===== src/rtl/hcbd_pkg.sv =====
// Package with types, constants and helper functions of the chunked body decoder.
`default_nettype none
package hcbd_pkg;

  localparam int SIZE_BITS = 32;

  localparam logic [7:0] BYTE_CR = 8'h0D;
  localparam logic [7:0] BYTE_LF = 8'h0A;
  localparam logic [7:0] MAX_LEN_RESET = 8'd32;

  typedef enum logic [3:0] {
    PH_IDLE,
    PH_HEADER,
    PH_BODY,
    PH_CR,
    PH_LF,
    PH_CR_END,
    PH_LF_END,
    PH_DONE,
    PH_ERROR
  } phase_t;

  typedef enum logic [2:0] {
    ERR_NONE,
    ERR_NOT_STARTED,
    ERR_LINE_LONG,
    ERR_OVERFLOW,
    ERR_NO_CR_DATA,
    ERR_NO_LF_DATA,
    ERR_NO_CR_END,
    ERR_NO_LF_END
  } err_t;

  typedef struct packed {
    phase_t                 phase;
    logic [SIZE_BITS-1:0]   chunk_remaining;
    logic [7:0]             line_count;
    logic                   digits_ended;
    logic                   pending_cr;
    err_t                   sticky_error;
  } state_t;

  typedef struct packed {
    logic [7:0] data_out;
    logic       data_valid;
    logic       consumed;
    logic       done_res;
    err_t       error_code;
  } result_t;

  typedef struct packed {
    logic [SIZE_BITS-1:0] chunk_remaining;
    logic [7:0]           line_count;
    logic                 digits_ended;
    err_t                 err;
  } line_upd_t;

  function automatic logic [4:0] hex_value(input logic [7:0] b);
    logic [4:0] v;
    v = 5'h10;
    if (b >= 8'h30 && b <= 8'h39) v = {1'b0, 4'(b - 8'h30)};
    else if (b >= 8'h41 && b <= 8'h46) v = {1'b0, 4'(b - 8'h37)};
    else if (b >= 8'h61 && b <= 8'h66) v = {1'b0, 4'(b - 8'h57)};
    return v;
  endfunction

  // Adds one content byte to the size line; bit 4 of hex_value marks a non-hex byte.
  function automatic line_upd_t line_byte(input line_upd_t cur, input logic [7:0] max_len,
                                          input logic [7:0] b);
    line_upd_t  r;
    logic [8:0] n;
    logic [4:0] v;
    r = cur;
    r.err = ERR_NONE;
    n = {1'b0, cur.line_count} + 9'd1;
    v = hex_value(b);
    if (n > {1'b0, max_len}) begin
      r.err = ERR_LINE_LONG;
    end else begin
      r.line_count = n[7:0];
      if (!cur.digits_ended) begin
        if (v[4]) begin
          r.digits_ended = 1'b1;
        end else if (cur.chunk_remaining[SIZE_BITS-1 -: 4] != 4'd0) begin
          r.err = ERR_OVERFLOW;
        end else begin
          r.chunk_remaining = {cur.chunk_remaining[SIZE_BITS-5:0], v[3:0]};
        end
      end
    end
    return r;
  endfunction

endpackage
`default_nettype wire


===== src/rtl/hcbd_step.sv =====
// Next-state and result logic for one word of the chunked body decoder.
`default_nettype none
module hcbd_step (
  input  wire hcbd_pkg::state_t  st,
  input  wire                    op,
  input  wire [7:0]              data_in,
  input  wire [7:0]              max_len,
  output hcbd_pkg::state_t       st_next,
  output hcbd_pkg::result_t      res
);

  hcbd_pkg::line_upd_t lu0;
  hcbd_pkg::line_upd_t lu1;
  hcbd_pkg::line_upd_t lu2;
  hcbd_pkg::err_t      err;

  always_comb begin
    st_next = st;
    res = '0;
    err = hcbd_pkg::ERR_NONE;
    lu0.chunk_remaining = st.chunk_remaining;
    lu0.line_count = st.line_count;
    lu0.digits_ended = st.digits_ended;
    lu0.err = hcbd_pkg::ERR_NONE;
    lu1 = hcbd_pkg::line_byte(lu0, max_len, hcbd_pkg::BYTE_CR);
    lu2 = st.pending_cr ? lu1 : lu0;
    if (op) begin
      st_next = '0;
      st_next.phase = hcbd_pkg::PH_HEADER;
    end else begin
      unique case (st.phase)
        hcbd_pkg::PH_IDLE: begin
          err = hcbd_pkg::ERR_NOT_STARTED;
        end
        hcbd_pkg::PH_HEADER: begin
          if (st.pending_cr && data_in == hcbd_pkg::BYTE_LF) begin
            st_next.pending_cr = 1'b0;
            st_next.line_count = '0;
            st_next.digits_ended = 1'b0;
            st_next.phase = (st.chunk_remaining == '0) ? hcbd_pkg::PH_CR_END
                                                       : hcbd_pkg::PH_BODY;
            res.consumed = 1'b1;
          end else if (st.pending_cr && lu1.err != hcbd_pkg::ERR_NONE) begin
            st_next.pending_cr = 1'b0;
            err = lu1.err;
          end else begin
            st_next.pending_cr = 1'b0;
            if (data_in == hcbd_pkg::BYTE_CR) begin
              st_next.pending_cr = 1'b1;
              st_next.chunk_remaining = lu2.chunk_remaining;
              st_next.line_count = lu2.line_count;
              st_next.digits_ended = lu2.digits_ended;
            end else begin
              lu2 = hcbd_pkg::line_byte(lu2, max_len, data_in);
              st_next.chunk_remaining = lu2.chunk_remaining;
              st_next.line_count = lu2.line_count;
              st_next.digits_ended = lu2.digits_ended;
              err = lu2.err;
            end
            if (err == hcbd_pkg::ERR_NONE) res.consumed = 1'b1;
          end
        end
        hcbd_pkg::PH_BODY: begin
          res.data_out = data_in;
          res.data_valid = 1'b1;
          res.consumed = 1'b1;
          if (st.chunk_remaining != '0) st_next.chunk_remaining = st.chunk_remaining - 1'b1;
          if (st_next.chunk_remaining == '0) st_next.phase = hcbd_pkg::PH_CR;
        end
        hcbd_pkg::PH_CR: begin
          if (data_in == hcbd_pkg::BYTE_CR) begin
            st_next.phase = hcbd_pkg::PH_LF;
            res.consumed = 1'b1;
          end else begin
            err = hcbd_pkg::ERR_NO_CR_DATA;
          end
        end
        hcbd_pkg::PH_LF: begin
          if (data_in == hcbd_pkg::BYTE_LF) begin
            st_next.phase = hcbd_pkg::PH_HEADER;
            res.consumed = 1'b1;
          end else begin
            err = hcbd_pkg::ERR_NO_LF_DATA;
          end
        end
        hcbd_pkg::PH_CR_END: begin
          if (data_in == hcbd_pkg::BYTE_CR) begin
            st_next.phase = hcbd_pkg::PH_LF_END;
            res.consumed = 1'b1;
          end else begin
            err = hcbd_pkg::ERR_NO_CR_END;
          end
        end
        hcbd_pkg::PH_LF_END: begin
          if (data_in == hcbd_pkg::BYTE_LF) begin
            st_next.phase = hcbd_pkg::PH_DONE;
            res.consumed = 1'b1;
            res.done_res = 1'b1;
          end else begin
            err = hcbd_pkg::ERR_NO_LF_END;
          end
        end
        hcbd_pkg::PH_DONE: begin
          res.done_res = 1'b1;
        end
        default: begin
          err = st.sticky_error;
        end
      endcase
      if (err != hcbd_pkg::ERR_NONE) begin
        st_next.sticky_error = err;
        st_next.phase = hcbd_pkg::PH_ERROR;
        res = '0;
        res.error_code = err;
      end
    end
  end

endmodule
`default_nettype wire


===== src/rtl/http_chunked_body_decoder.sv =====
// Top level of the chunked body decoder: state, configuration and output buffering.
// An accepted word's result is registered in the result register, or in the skid register while the output stalls.
// Throughput: one word per cycle while in_stall is low; in_stall is high while the skid register is full.
// A two-entry output buffer (result register plus skid register) keeps input and output apart.
// Reset clears the decoder to not started, empties the buffer and sets max_header_len to 32.
`default_nettype none
module http_chunked_body_decoder (
  input  wire        clk,
  input  wire        rst,
  input  wire        cfg_we,
  input  wire [7:0]  cfg_wdata,
  input  wire        in_valid,
  output logic       in_stall,
  input  wire        op,
  input  wire [7:0]  data_in,
  output logic       out_valid,
  input  wire        out_stall,
  output logic [7:0] data_out,
  output logic       data_valid,
  output logic       consumed,
  output logic       done_res,
  output logic [2:0] error_code
);

  hcbd_pkg::state_t  st;
  hcbd_pkg::state_t  st_next;
  hcbd_pkg::result_t res_next;
  hcbd_pkg::result_t out_res;
  hcbd_pkg::result_t skid_res;
  logic [7:0]        max_header_len;
  logic              skid_valid;
  logic              accept;
  logic              out_take;

  hcbd_step u_step (
    .st      (st),
    .op      (op),
    .data_in (data_in),
    .max_len (max_header_len),
    .st_next (st_next),
    .res     (res_next)
  );

  assign in_stall = skid_valid;
  assign accept = in_valid && !skid_valid;
  assign out_take = out_valid && !out_stall;

  // The idle phase is encoded as zero, so clearing the whole state leaves the decoder not started.
  always_ff @(posedge clk) begin
    if (rst) begin
      st <= '0;
      max_header_len <= hcbd_pkg::MAX_LEN_RESET;
    end else begin
      if (cfg_we) max_header_len <= cfg_wdata;
      if (accept) st <= st_next;
    end
  end

  always_ff @(posedge clk) begin
    if (rst) begin
      out_valid <= 1'b0;
      skid_valid <= 1'b0;
    end else if (skid_valid) begin
      if (out_take) skid_valid <= 1'b0;
    end else if (accept) begin
      if (!out_valid || out_take) out_valid <= 1'b1;
      else skid_valid <= 1'b1;
    end else if (out_take) begin
      out_valid <= 1'b0;
    end
  end

  always_ff @(posedge clk) begin
    if (skid_valid) begin
      if (out_take) out_res <= skid_res;
    end else if (accept) begin
      if (!out_valid || out_take) out_res <= res_next;
      else skid_res <= res_next;
    end
  end

  assign data_out = out_res.data_out;
  assign data_valid = out_res.data_valid;
  assign consumed = out_res.consumed;
  assign done_res = out_res.done_res;
  assign error_code = out_res.error_code;

endmodule
`default_nettype wire

===== config.mk =====
export PLATFORM = sky130hd
export DESIGN_NAME = http_chunked_body_decoder
export DESIGN_NICKNAME = d
export VERILOG_FILES = /design/src/rtl/hcbd_pkg.sv /design/src/rtl/hcbd_step.sv /design/src/rtl/http_chunked_body_decoder.sv
export SDC_FILE = /design/constraint.sdc
export NUM_CORES = 1
export LEC_CHECK = 0
export ABC_CLOCK_PERIOD_IN_PS = 8300
export BUFFER_PORTS_ARGS = -buffer_cell sky130_fd_sc_hd__buf_2
export CAP_MARGIN = 20
export CORE_ASPECT_RATIO = 0.75
export CORE_MARGIN = 8
export CORE_UTILIZATION = 60
export DETAILED_ROUTE_END_ITERATION = 6
export HOLD_SLACK_MARGIN = 0.1
export PLACE_DENSITY = 0.83
export SETUP_SLACK_MARGIN = 0.3
export SLEW_MARGIN = 15
export SYNTH_ARGS = -nofsm -noshare
export SYNTH_HDL_FRONTEND = slang
export SYNTH_HIERARCHICAL = 1
export SYNTH_SLANG_ARGS = --single-unit

===== constraint.sdc =====
create_clock -name clk -period 8.3 [get_ports clk]
set_clock_uncertainty 0.15 [all_clocks]
set_input_delay 1.66 -clock clk [delete_from_list [all_inputs] [get_ports clk]]
set_output_delay 1.66 -clock clk [all_outputs]
set_load 0.02 [all_outputs]

==> results of run 1 <==
==> flip-flops by register name, summed over array words and instances (netlist names) <==
name,cells
done_res,1
max_header_len,8
in_stall,1
st,49
data_valid,1
consumed,1
error_code,3
skid_res,14
data_out,8
out_valid,1
==> path summary, 6_finish.rpt <==
| check | from | endpoint | slack (ns) |
|---|---|---|---|
| worst max-delay path | st[5]$_SDFFE_PP0P_ | st[25]$_SDFFE_PP0P_ | 0.95 |
| worst min-delay path | st[1]$_SDFFE_PP0P_ | st[1]$_SDFFE_PP0P_ | 0.34 |
| worst max register to register | st[5]$_SDFFE_PP0P_ | st[25]$_SDFFE_PP0P_ | 0.95 |
| worst min register to register | st[1]$_SDFFE_PP0P_ | st[1]$_SDFFE_PP0P_ | 0.34 |
==> synth_stat cells, types with 7 or more instances <==
master | count | area share (%)
sky130_fd_sc_hd__a21oi_1 | 51 | 3.5
sky130_fd_sc_hd__clkbuf_1 | 50 | 2.6
sky130_fd_sc_hd__nor2b_1 | 8 | 0.68
sky130_fd_sc_hd__mux2_2 | 8 | 1.2
sky130_fd_sc_hd__nand2b_1 | 59 | 5.0
sky130_fd_sc_hd__nand4bb_1 | 49 | 7.5
sky130_fd_sc_hd__or3_1 | 11 | 0.94
sky130_fd_sc_hd__nand2_1 | 59 | 3.0
sky130_fd_sc_hd__and3_1 | 14 | 1.2
sky130_fd_sc_hd__and2_1 | 10 | 0.85
sky130_fd_sc_hd__nor3_1 | 36 | 2.5
sky130_fd_sc_hd__mux2_4 | 7 | 1.4
sky130_fd_sc_hd__o21ai_0 | 28 | 1.9
sky130_fd_sc_hd__buf_2 | 17 | 1.2
sky130_fd_sc_hd__dfxtp_1 | 59 | 16
sky130_fd_sc_hd__xor2_1 | 10 | 1.2
sky130_fd_sc_hd__mux2i_1 | 37 | 5.1
sky130_fd_sc_hd__xnor2_1 | 22 | 2.6
sky130_fd_sc_hd__ha_1 | 23 | 3.9
sky130_fd_sc_hd__nor4_1 | 14 | 1.2
sky130_fd_sc_hd__nor2_1 | 67 | 3.4
sky130_fd_sc_hd__o22ai_1 | 24 | 2.1
sky130_fd_sc_hd__o21ai_1 | 51 | 3.5
sky130_fd_sc_hd__o21a_1 | 8 | 0.82
sky130_fd_sc_hd__inv_1 | 21 | 1.1
sky130_fd_sc_hd__nand3_1 | 10 | 0.68
sky130_fd_sc_hd__edfxtp_1 | 28 | 11
==> final cells by class <==
| class | count | area [µm²] | area share, % |
|---|---|---|---|
| Clock buffer | 9 | 225 | 2.92 |
| Inverter | 21 | 78.8 | 1.02 |
| Clock inverter | 7 | 70.1 | 0.909 |
| Tap cell | 166 | 208 | 2.69 |
| Sequential cell | 87 | 2020 | 26.2 |
| Timing Repair Buffer | 47 | 260 | 3.37 |
| Multi-Input combinational cell | 707 | 4850 | 62.8 |
==> logic make-up (layout without fill, tap and decap cells) <==
family / after synthesis / in the layout / share of synthesized area (%)
simple gates: 372 / 372 / 30.8
compound gates: 228 / 228 / 19.8
buf+inv: 102 / 84 / 6.32
flops: 87 / 87 / 27.6
mux: 52 / 52 / 7.73
xor+xnor: 32 / 32 / 3.83
fa+ha+maj: 23 / 23 / 3.93
==> cell usage in the layout (no fill, tap or decap), types with 4 or more instances in the layout <==
cell,instances
sky130_fd_sc_hd__nor2_1,67
sky130_fd_sc_hd__nand2b_1,59
sky130_fd_sc_hd__nand2_1,59
sky130_fd_sc_hd__dfxtp_1,58
sky130_fd_sc_hd__o21ai_1,52
sky130_fd_sc_hd__a21oi_1,51
sky130_fd_sc_hd__nand4bb_1,49
sky130_fd_sc_hd__mux2i_1,37
sky130_fd_sc_hd__buf_2,37
sky130_fd_sc_hd__nor3_1,36
sky130_fd_sc_hd__edfxtp_1,28
sky130_fd_sc_hd__o21ai_0,27
sky130_fd_sc_hd__o22ai_1,24
sky130_fd_sc_hd__ha_1,23
sky130_fd_sc_hd__xnor2_1,22
sky130_fd_sc_hd__inv_1,21
sky130_fd_sc_hd__and3_1,14
sky130_fd_sc_hd__nor4_1,14
sky130_fd_sc_hd__or3_1,11
sky130_fd_sc_hd__buf_4,10
sky130_fd_sc_hd__nand3_1,10
sky130_fd_sc_hd__xor2_1,10
sky130_fd_sc_hd__and2_1,10
sky130_fd_sc_hd__clkbuf_16,9
sky130_fd_sc_hd__mux2_2,8
sky130_fd_sc_hd__nor2b_1,8
sky130_fd_sc_hd__o21a_1,8
sky130_fd_sc_hd__mux2_4,7
sky130_fd_sc_hd__a22oi_1,6
sky130_fd_sc_hd__a221oi_1,6
sky130_fd_sc_hd__or4_1,6
sky130_fd_sc_hd__nand4_1,6
sky130_fd_sc_hd__a31oi_1,5
sky130_fd_sc_hd__a2111oi_0,5
sky130_fd_sc_hd__inv_8,4
sky130_fd_sc_hd__or2_2,4
sky130_fd_sc_hd__a31o_2,4
sky130_fd_sc_hd__a211oi_1,4
==> metrics by stage <==
stage / setup WS, ns / utilization [%]
global placement: 1.29 / 61.4
floorplan: 1.96 / -
CTS: 0.864 / 63.8
global route: 0.337 / 63.8
finish: 0.951 / 63.8
detailed placement: 0.974 / 61.4
==> metal layers <==
metal,vias up,wire length [µm],GRT usage (%)
li1,3280,-,-
met1,3288,9150,35.7
met2,362,8280,34.2
met3,29,1770,4.06
met4,0,283,6.15
met5,-,0,0
==> worst min-delay path: stages (launching register included) <==
cell and delay [ns]:
sky130_fd_sc_hd__dfxtp_1 0.33, sky130_fd_sc_hd__nand2b_1 0.07, sky130_fd_sc_hd__o21ai_1 0.05
==> power breakdown <==
part / switching, mW / leakage, nW / internal (mW)
logic: 0.0900 / 1.97 / 0.0556
clock network: 0.198 / 0.144 / 0.213
registers: 0.00780 / 0.733 / 0.452
total: 0.296 / 2.85 / 0.721
==> timing repair <==
action / in CTS / in global routing
hold buffers: 0 / 0
gates resized for setup: 0 / 1
endpoints found under the setup margin: 0 / 2
hold endpoints to repair: 0 / 0
==> results.txt, run 1 <==
----------------------------------------------------
[Floorplanning]
  Die height ... 112 µm
  X dimension of the die ... approximately 140 µm
  Die ar. ... 0.0160 mm²
  Number of core rows ... 35
  Starting density of the core ... 60.6%
  Top-level port count ... 38
  Area of the core ... 0.0121 mm²

[Clock network]
  Number of H-tree levels ... 3
  Post-CTS setup repair buffer count ... 0
  Latest clock arrival within the worst-skew pair ... between 0.3 and 0.4 ns
  Clk Tree Root Cell ... sky130_fd_sc_hd__clkbuf_16
  Clock transition time at the flip-flop clock pins of the worst setup and hold paths ... 0.07 ns
  Buffer levels on the longest clock path ... 2
  Total CTS buffers ... 9
  Sinks on the clock net ... 87
  TritonCTS clock tree ... done

[Critical path]
  Largest driver fanout on the critical path ... 26
  CP Depth ... 25
  Cell repeated most along the worst path ... sky130_fd_sc_hd__ha_1
  Type of the worst setup path ... reg -> reg
  Highest-delay cell along the critical path ... sky130_fd_sc_hd__nor2_1
  Buf/Inv on CP ... 1
  Family of cells with the greatest summed delay on the critical path ... compound AO/OA/AOI/OAI gates
  Type of destination of the critical path ... register
  Maximum cell stage delay along the critical path ... 0.68 ns
  Crit path required time ... 8.42 ns
  Type of origin of the critical path ... register
  Crit path DAT ... 7.47 ns
  Number of cells on the worst reg-to-reg path ... 25

[Yosys]
  Async set-reset flop share out of synthesis ... 0%
  Seq/Total Area, Yosys ... 27.6%
  Synthesized net count ... 941
  Number of cells produced by synthesis ... 896
  Warnings from Yosys ... 6
  Distinct cell type count after synthesis ... 76
  Number of synthesized register bits ... 87
  Number of enable-type register cells in the synthesized netlist ... 28
  Mean instance size in the synthesized netlist ... 8.17 µm²
  Cell area after technology mapping ... 0.00732 mm²
  Ys flop type ... sky130_fd_sc_hd__dfxtp_1

[Final layout]
  Final Instance Count excl. Fillers ... approximately 1000
  Final instance area ... 0.00771 mm²
  Layout area overhead ... 5.35%
  Share of layout cells above drive strength 1 ... 11.2%
  Number of inserted diodes ... 0
  Post-layout nets ... 918
  Fill cell count ... 1030

[Timing]
  Count of final hold-check violations ... 0
  Max_slew headroom ... 27.8%
  Period utilisation layout ... 88.5%
  Summed negative setup slack over all endpoints ... 0 ns
  Setup-violating endpoint count in the final report ... 0
  FMAX ... 136 MHz
  Slew at the pin closest to its max-slew limit ... 1.08 ns
  Final Critical Period ... between 7 and 8 ns
  Setup repair after global routing missed its margin ... no
  WHS ... 0.340 ns
  Max-slew violation total from the final report ... 0

[Detailed routing]
  DRC errors left ... 0
  Vias after detailed routing ... around 7000
  Detail-routed net length per standard cell ... around 19 µm
  Number of search-and-repair iterations in the first detailed-routing pass ... 6
  Number of DRC markers in iteration 0 ... 1121
  Vias per cell ... 6.67
  Post-detailed-route count of antenna-violating nets ... 0
  Detailed-route wire length ... 19500 µm

[Placement]
  Number of I/O port buffers ... 37
  Placed Cells incl. Taps ... 1028
  Routability congestion estimate from global placement ... 0.954
  Placed inst area ... 0.00742 mm²
  Post-DP HPWL ... 12900 µm

[Power and ir drop]
  Total power divided by cell area ... 132 mW/mm²
  Peak supply drop ... 122 µV
  Leak Pwr ... 2.85 nW
  Total chip power ... ~1.0 mW

[Min path]
  Class of the worst hold path ... reg -> reg
  Number of cells on the worst hold path ... 2

[GRT]
  Maximum number of pins on one net before global-route repair ... about 110
  First-pass GRT wire length ... 32200 µm
  Total congestion overflow after global routing ... 0
  Number of global-route vias before repair ... approximately 6300
  Number of antenna violations at the first check in global routing ... 0
  Global-route usage over all layers ... 23.8%

[Run]
  Max Cap Violations ... 0

[Outcome]
  Outcome ... finished, final reports clean

----------------------------------------------------
Power figures use the tool's default switching activity.
==> run 2, diff against run 1 <==
--- a/config.mk
+++ b/config.mk
@@ -14,6 +14,7 @@
 export DETAILED_ROUTE_END_ITERATION = 6
 export HOLD_SLACK_MARGIN = 0.1
 export PLACE_DENSITY = 0.83
+export RECOVER_POWER = 100
 export SETUP_SLACK_MARGIN = 0.3
 export SLEW_MARGIN = 15
 export SYNTH_ARGS = -nofsm -noshare
==> results.txt, run 2 (synthesis results as in run 1) <==
----------------------------------------------------
[Outcome]
  Outcome ... finished with violations (was finished, final reports clean)
  Failing checks ... capacitance limit, slew limit

[Timing]
  Final Critical Period ... 7.53 ns (was 7.35 ns)
  Final Worst Setup Slack ... 0.773 ns (was 0.951 ns)
  WHS ... 0.348 ns (was 0.340 ns)
  Slew at the pin closest to its max-slew limit ... 3.53 ns (was 1.08 ns)
  Max_slew headroom ... -135% (was 27.8%)
  Setup repair after global routing missed its margin ... no (unchanged)
  Count of final hold-check violations ... 0 (unchanged)
  Setup-violating endpoint count in the final report ... 0 (unchanged)
  Summed negative setup slack over all endpoints ... 0 ns (unchanged)
  FMAX ... 133 MHz (was 136 MHz)
  Max-slew violation total from the final report ... 213 (was 0)
  Period utilisation layout ... 90.7% (was 88.5%)

[Clock network]
  Clk Tree Root Cell ... sky130_fd_sc_hd__clkbuf_16 (unchanged)
  Buffer levels on the longest clock path ... 2 (unchanged)
  Clock transition time at the flip-flop clock pins of the worst setup and hold paths ... 0.07 ns (about the same)
  TritonCTS clock tree ... done (unchanged)
  Count of hold-fix buffers inserted at cts ... 0 (unchanged)
  Sinks on the clock net ... 87 (unchanged)
  Latest clock arrival within the worst-skew pair ... 0.34 ns (about the same)
  Number of H-tree levels ... 3 (unchanged)
  Post-CTS setup repair buffer count ... 0 (unchanged)
  Total CTS buffers ... 9 (unchanged)

[Min path]
  Class of the worst hold path ... reg -> reg (unchanged)

[Critical path]
  Buf/Inv on CP ... 1 (unchanged)
  R2R Setup Slk ... 0.77 ns (was 0.95 ns)
  Type of destination of the critical path ... register (unchanged)
  Maximum cell stage delay along the critical path ... 0.56 ns (was 0.68 ns)
  CP Depth ... 26 (was 25)
  Type of the worst setup path ... reg -> reg (unchanged)
  End of the worst register-to-register path ... st[29]$_SDFFE_PP0P_ (was st[25]$_SDFFE_PP0P_)
  Type of origin of the critical path ... register (unchanged)
  Endpoint of the worst setup timing path ... st[29]$_SDFFE_PP0P_ (was st[25]$_SDFFE_PP0P_)
  Largest driver fanout on the critical path ... 13 (was 26)
  Crit path DAT ... 7.63 ns (was 7.47 ns)
  Crit path required time ... 8.40 ns (was 8.42 ns)
  Cell repeated most along the worst path ... sky130_fd_sc_hd__ha_1 (unchanged)
  Worst setup path start ... st[5]$_SDFFE_PP0P_ (unchanged)
  Highest-delay cell along the critical path ... sky130_fd_sc_hd__clkbuf_1 (was sky130_fd_sc_hd__nor2_1)
  Family of cells with the greatest summed delay on the critical path ... compound AO/OA/AOI/OAI gates (unchanged)
  Number of cells on the worst reg-to-reg path ... 26 (was 25)
  Reg-to-reg startpoint ... st[5]$_SDFFE_PP0P_ (unchanged)

[Floorplanning]
  Starting density of the core ... 60.6% (unchanged)
  X dimension of the die ... 144 µm (unchanged)
  Top-level port count ... 38 (unchanged)
  Die height ... 112 µm (unchanged)
  Die ar. ... 0.0160 mm² (unchanged)
  Number of core rows ... 35 (unchanged)
  Area of the core ... 0.0121 mm² (unchanged)

[Final layout]
  Number of inserted diodes ... 0 (unchanged)
  Post-layout nets ... 918 (unchanged)
  Layout area overhead ... 4.41% (was 5.35%)
  Top flop regs ... st (49), skid_res (14) (unchanged)
  Share of layout cells above drive strength 1 ... 7.97% (was 11.2%)
  Commonest cells after routing, fill and taps aside ... 70 x sky130_fd_sc_hd__o21ai_0, 67 x sky130_fd_sc_hd__nor2_1, 59 x sky130_fd_sc_hd__nand2b_1, 59 x sky130_fd_sc_hd__nand2_1, 58 x sky130_fd_sc_hd__dfxtp_1 (was 67 x sky130_fd_sc_hd__nor2_1, 59 x sky130_fd_sc_hd__nand2b_1, 59 x sky130_fd_sc_hd__nand2_1)
  Final Instance Count excl. Fillers ... 1044 (unchanged)
  Number of flip-flops under the largest register name ... 49 (unchanged)
  Largest register by flop count ... st (unchanged)
  Share of the core filled with cells ... 63.2% (was 63.8%)
  Most common library cell in the layout ignoring fill and taps ... sky130_fd_sc_hd__o21ai_0 (was sky130_fd_sc_hd__nor2_1)
  Final instance area ... 0.00764 mm² (was 0.00771 mm²)

[GRT]
  Number of global-route vias before repair ... 6302 (unchanged)
  Number of antenna violations at the first check in global routing ... 0 (unchanged)
  First-pass GRT wire length ... 32200 µm (unchanged)
  Total congestion overflow after global routing ... 0 (unchanged)
  Global-route usage over all layers ... 23.8% (unchanged)
  Maximum number of pins on one net before global-route repair ... 109 (unchanged)

[Power and ir drop]
  Total power divided by cell area ... 133 mW/mm² (was 132 mW/mm²)
  Peak supply drop ... 122 µV (about the same)
  Total chip power ... 1.01 mW (was 1.02 mW)
  Leak Pwr ... 2.77 nW (was 2.85 nW)

[Detailed routing]
  DRC errors left ... 0 (unchanged)
  Post-detailed-route count of antenna-violating nets ... 0 (unchanged)
  Detail-routed net length per standard cell ... 18.7 µm (about the same)
  Detailed-route wire length ... 19500 µm (about the same)
  Number of DRC markers in iteration 0 ... 1049 (was 1121)
  Number of search-and-repair iterations in the first detailed-routing pass ... 5 (was 6)
  Vias per cell ... 6.65 (was 6.67)
  Vias after detailed routing ... 6941 (was 6959)

[Placement]
  Routability congestion estimate from global placement ... 0.954 (unchanged)
  Post-Place Worst Slack ... 0.974 ns (unchanged)
  Number of I/O port buffers ... 37 (unchanged)
  Post-DP HPWL ... 12900 µm (unchanged)
  Placed Cells incl. Taps ... 1028 (unchanged)
  Placed inst area ... 0.00742 mm² (unchanged)

[Run]
  Max Cap Violations ... 3 (was 0)

----------------------------------------------------
## run 2: cell count changes in the layout (fill, tap and decap cells not counted), moves of 5 or more
cell / delta
sky130_fd_sc_hd__clkbuf_1: +21
sky130_fd_sc_hd__o21ai_0: +43
sky130_fd_sc_hd__buf_2: -18
sky130_fd_sc_hd__o21ai_1: -43
sky130_fd_sc_hd__mux2_1: +5
sky130_fd_sc_hd__mux2_4: -7
## run 2: worst register-to-register path, delay by kind of cell (launching register included)
family / cells / cell delay, ns
AO/OA/AOI/OAI: 10 / 2.09
XOR/XNOR: 3 / 0.66
adder cells (fa/ha/maj): 4 / 1.33
buffers and inverters: 1 / 0.56
flip-flops: 1 / 0.53
multiplexers: 1 / 0.35
AND/OR/NAND/NOR: 7 / 1.78
## run 2: repair_timing
action,in CTS,in global routing
setup endpoints to repair,0,2
gates resized for setup,0,1
hold endpoints to repair,0,0
## run 2: where the power goes
group	leakage [nW]	internal, mW	total (mW)	switching, mW
registers	0.733	0.452	0.460	0.00796
clock network	0.144	0.213	0.412	0.198
logic	1.90	0.0523	0.141	0.0890
## run 2: routing by layer
metal	part of all wire (%)	track usage [%]	vias to the layer above
li1	-	-	3267
met1	47	35.7	3289
met2	42	34.2	352
met3	9.2	4.06	33
met4	1.5	6.15	0
met5	0	0	-
## run 2: worst min-delay path by stage
stage	start	end	cells past startpoint
2_1_floorplan	st[28]$_SDFFE_PP0P_	st[28]$_SDFFE_PP0P_	2
3_3_place_gp	st[4]$_SDFFE_PP0P_	st[4]$_SDFFE_PP0P_	2
3_5_place_dp	st[1]$_SDFFE_PP0P_	st[1]$_SDFFE_PP0P_	2
4_1_cts	st[1]$_SDFFE_PP0P_	st[1]$_SDFFE_PP0P_	2
5_1_grt	st[1]$_SDFFE_PP0P_	st[1]$_SDFFE_PP0P_	2
6_report	st[1]$_SDFFE_PP0P_	st[1]$_SDFFE_PP0P_	2
## run 2: layout make-up
| cell class | count | area, µm² |
|---|---|---|
| multi-input combinational | 707 | 4810 |
| inverter | 21 | 78.8 |
| clock inverter | 7 | 70.1 |
| sequential | 87 | 2020 |
| fill | 1055 | 4440 |
| clock buffer | 9 | 225 |
| timing repair buffer | 47 | 226 |
| tap | 166 | 208 |
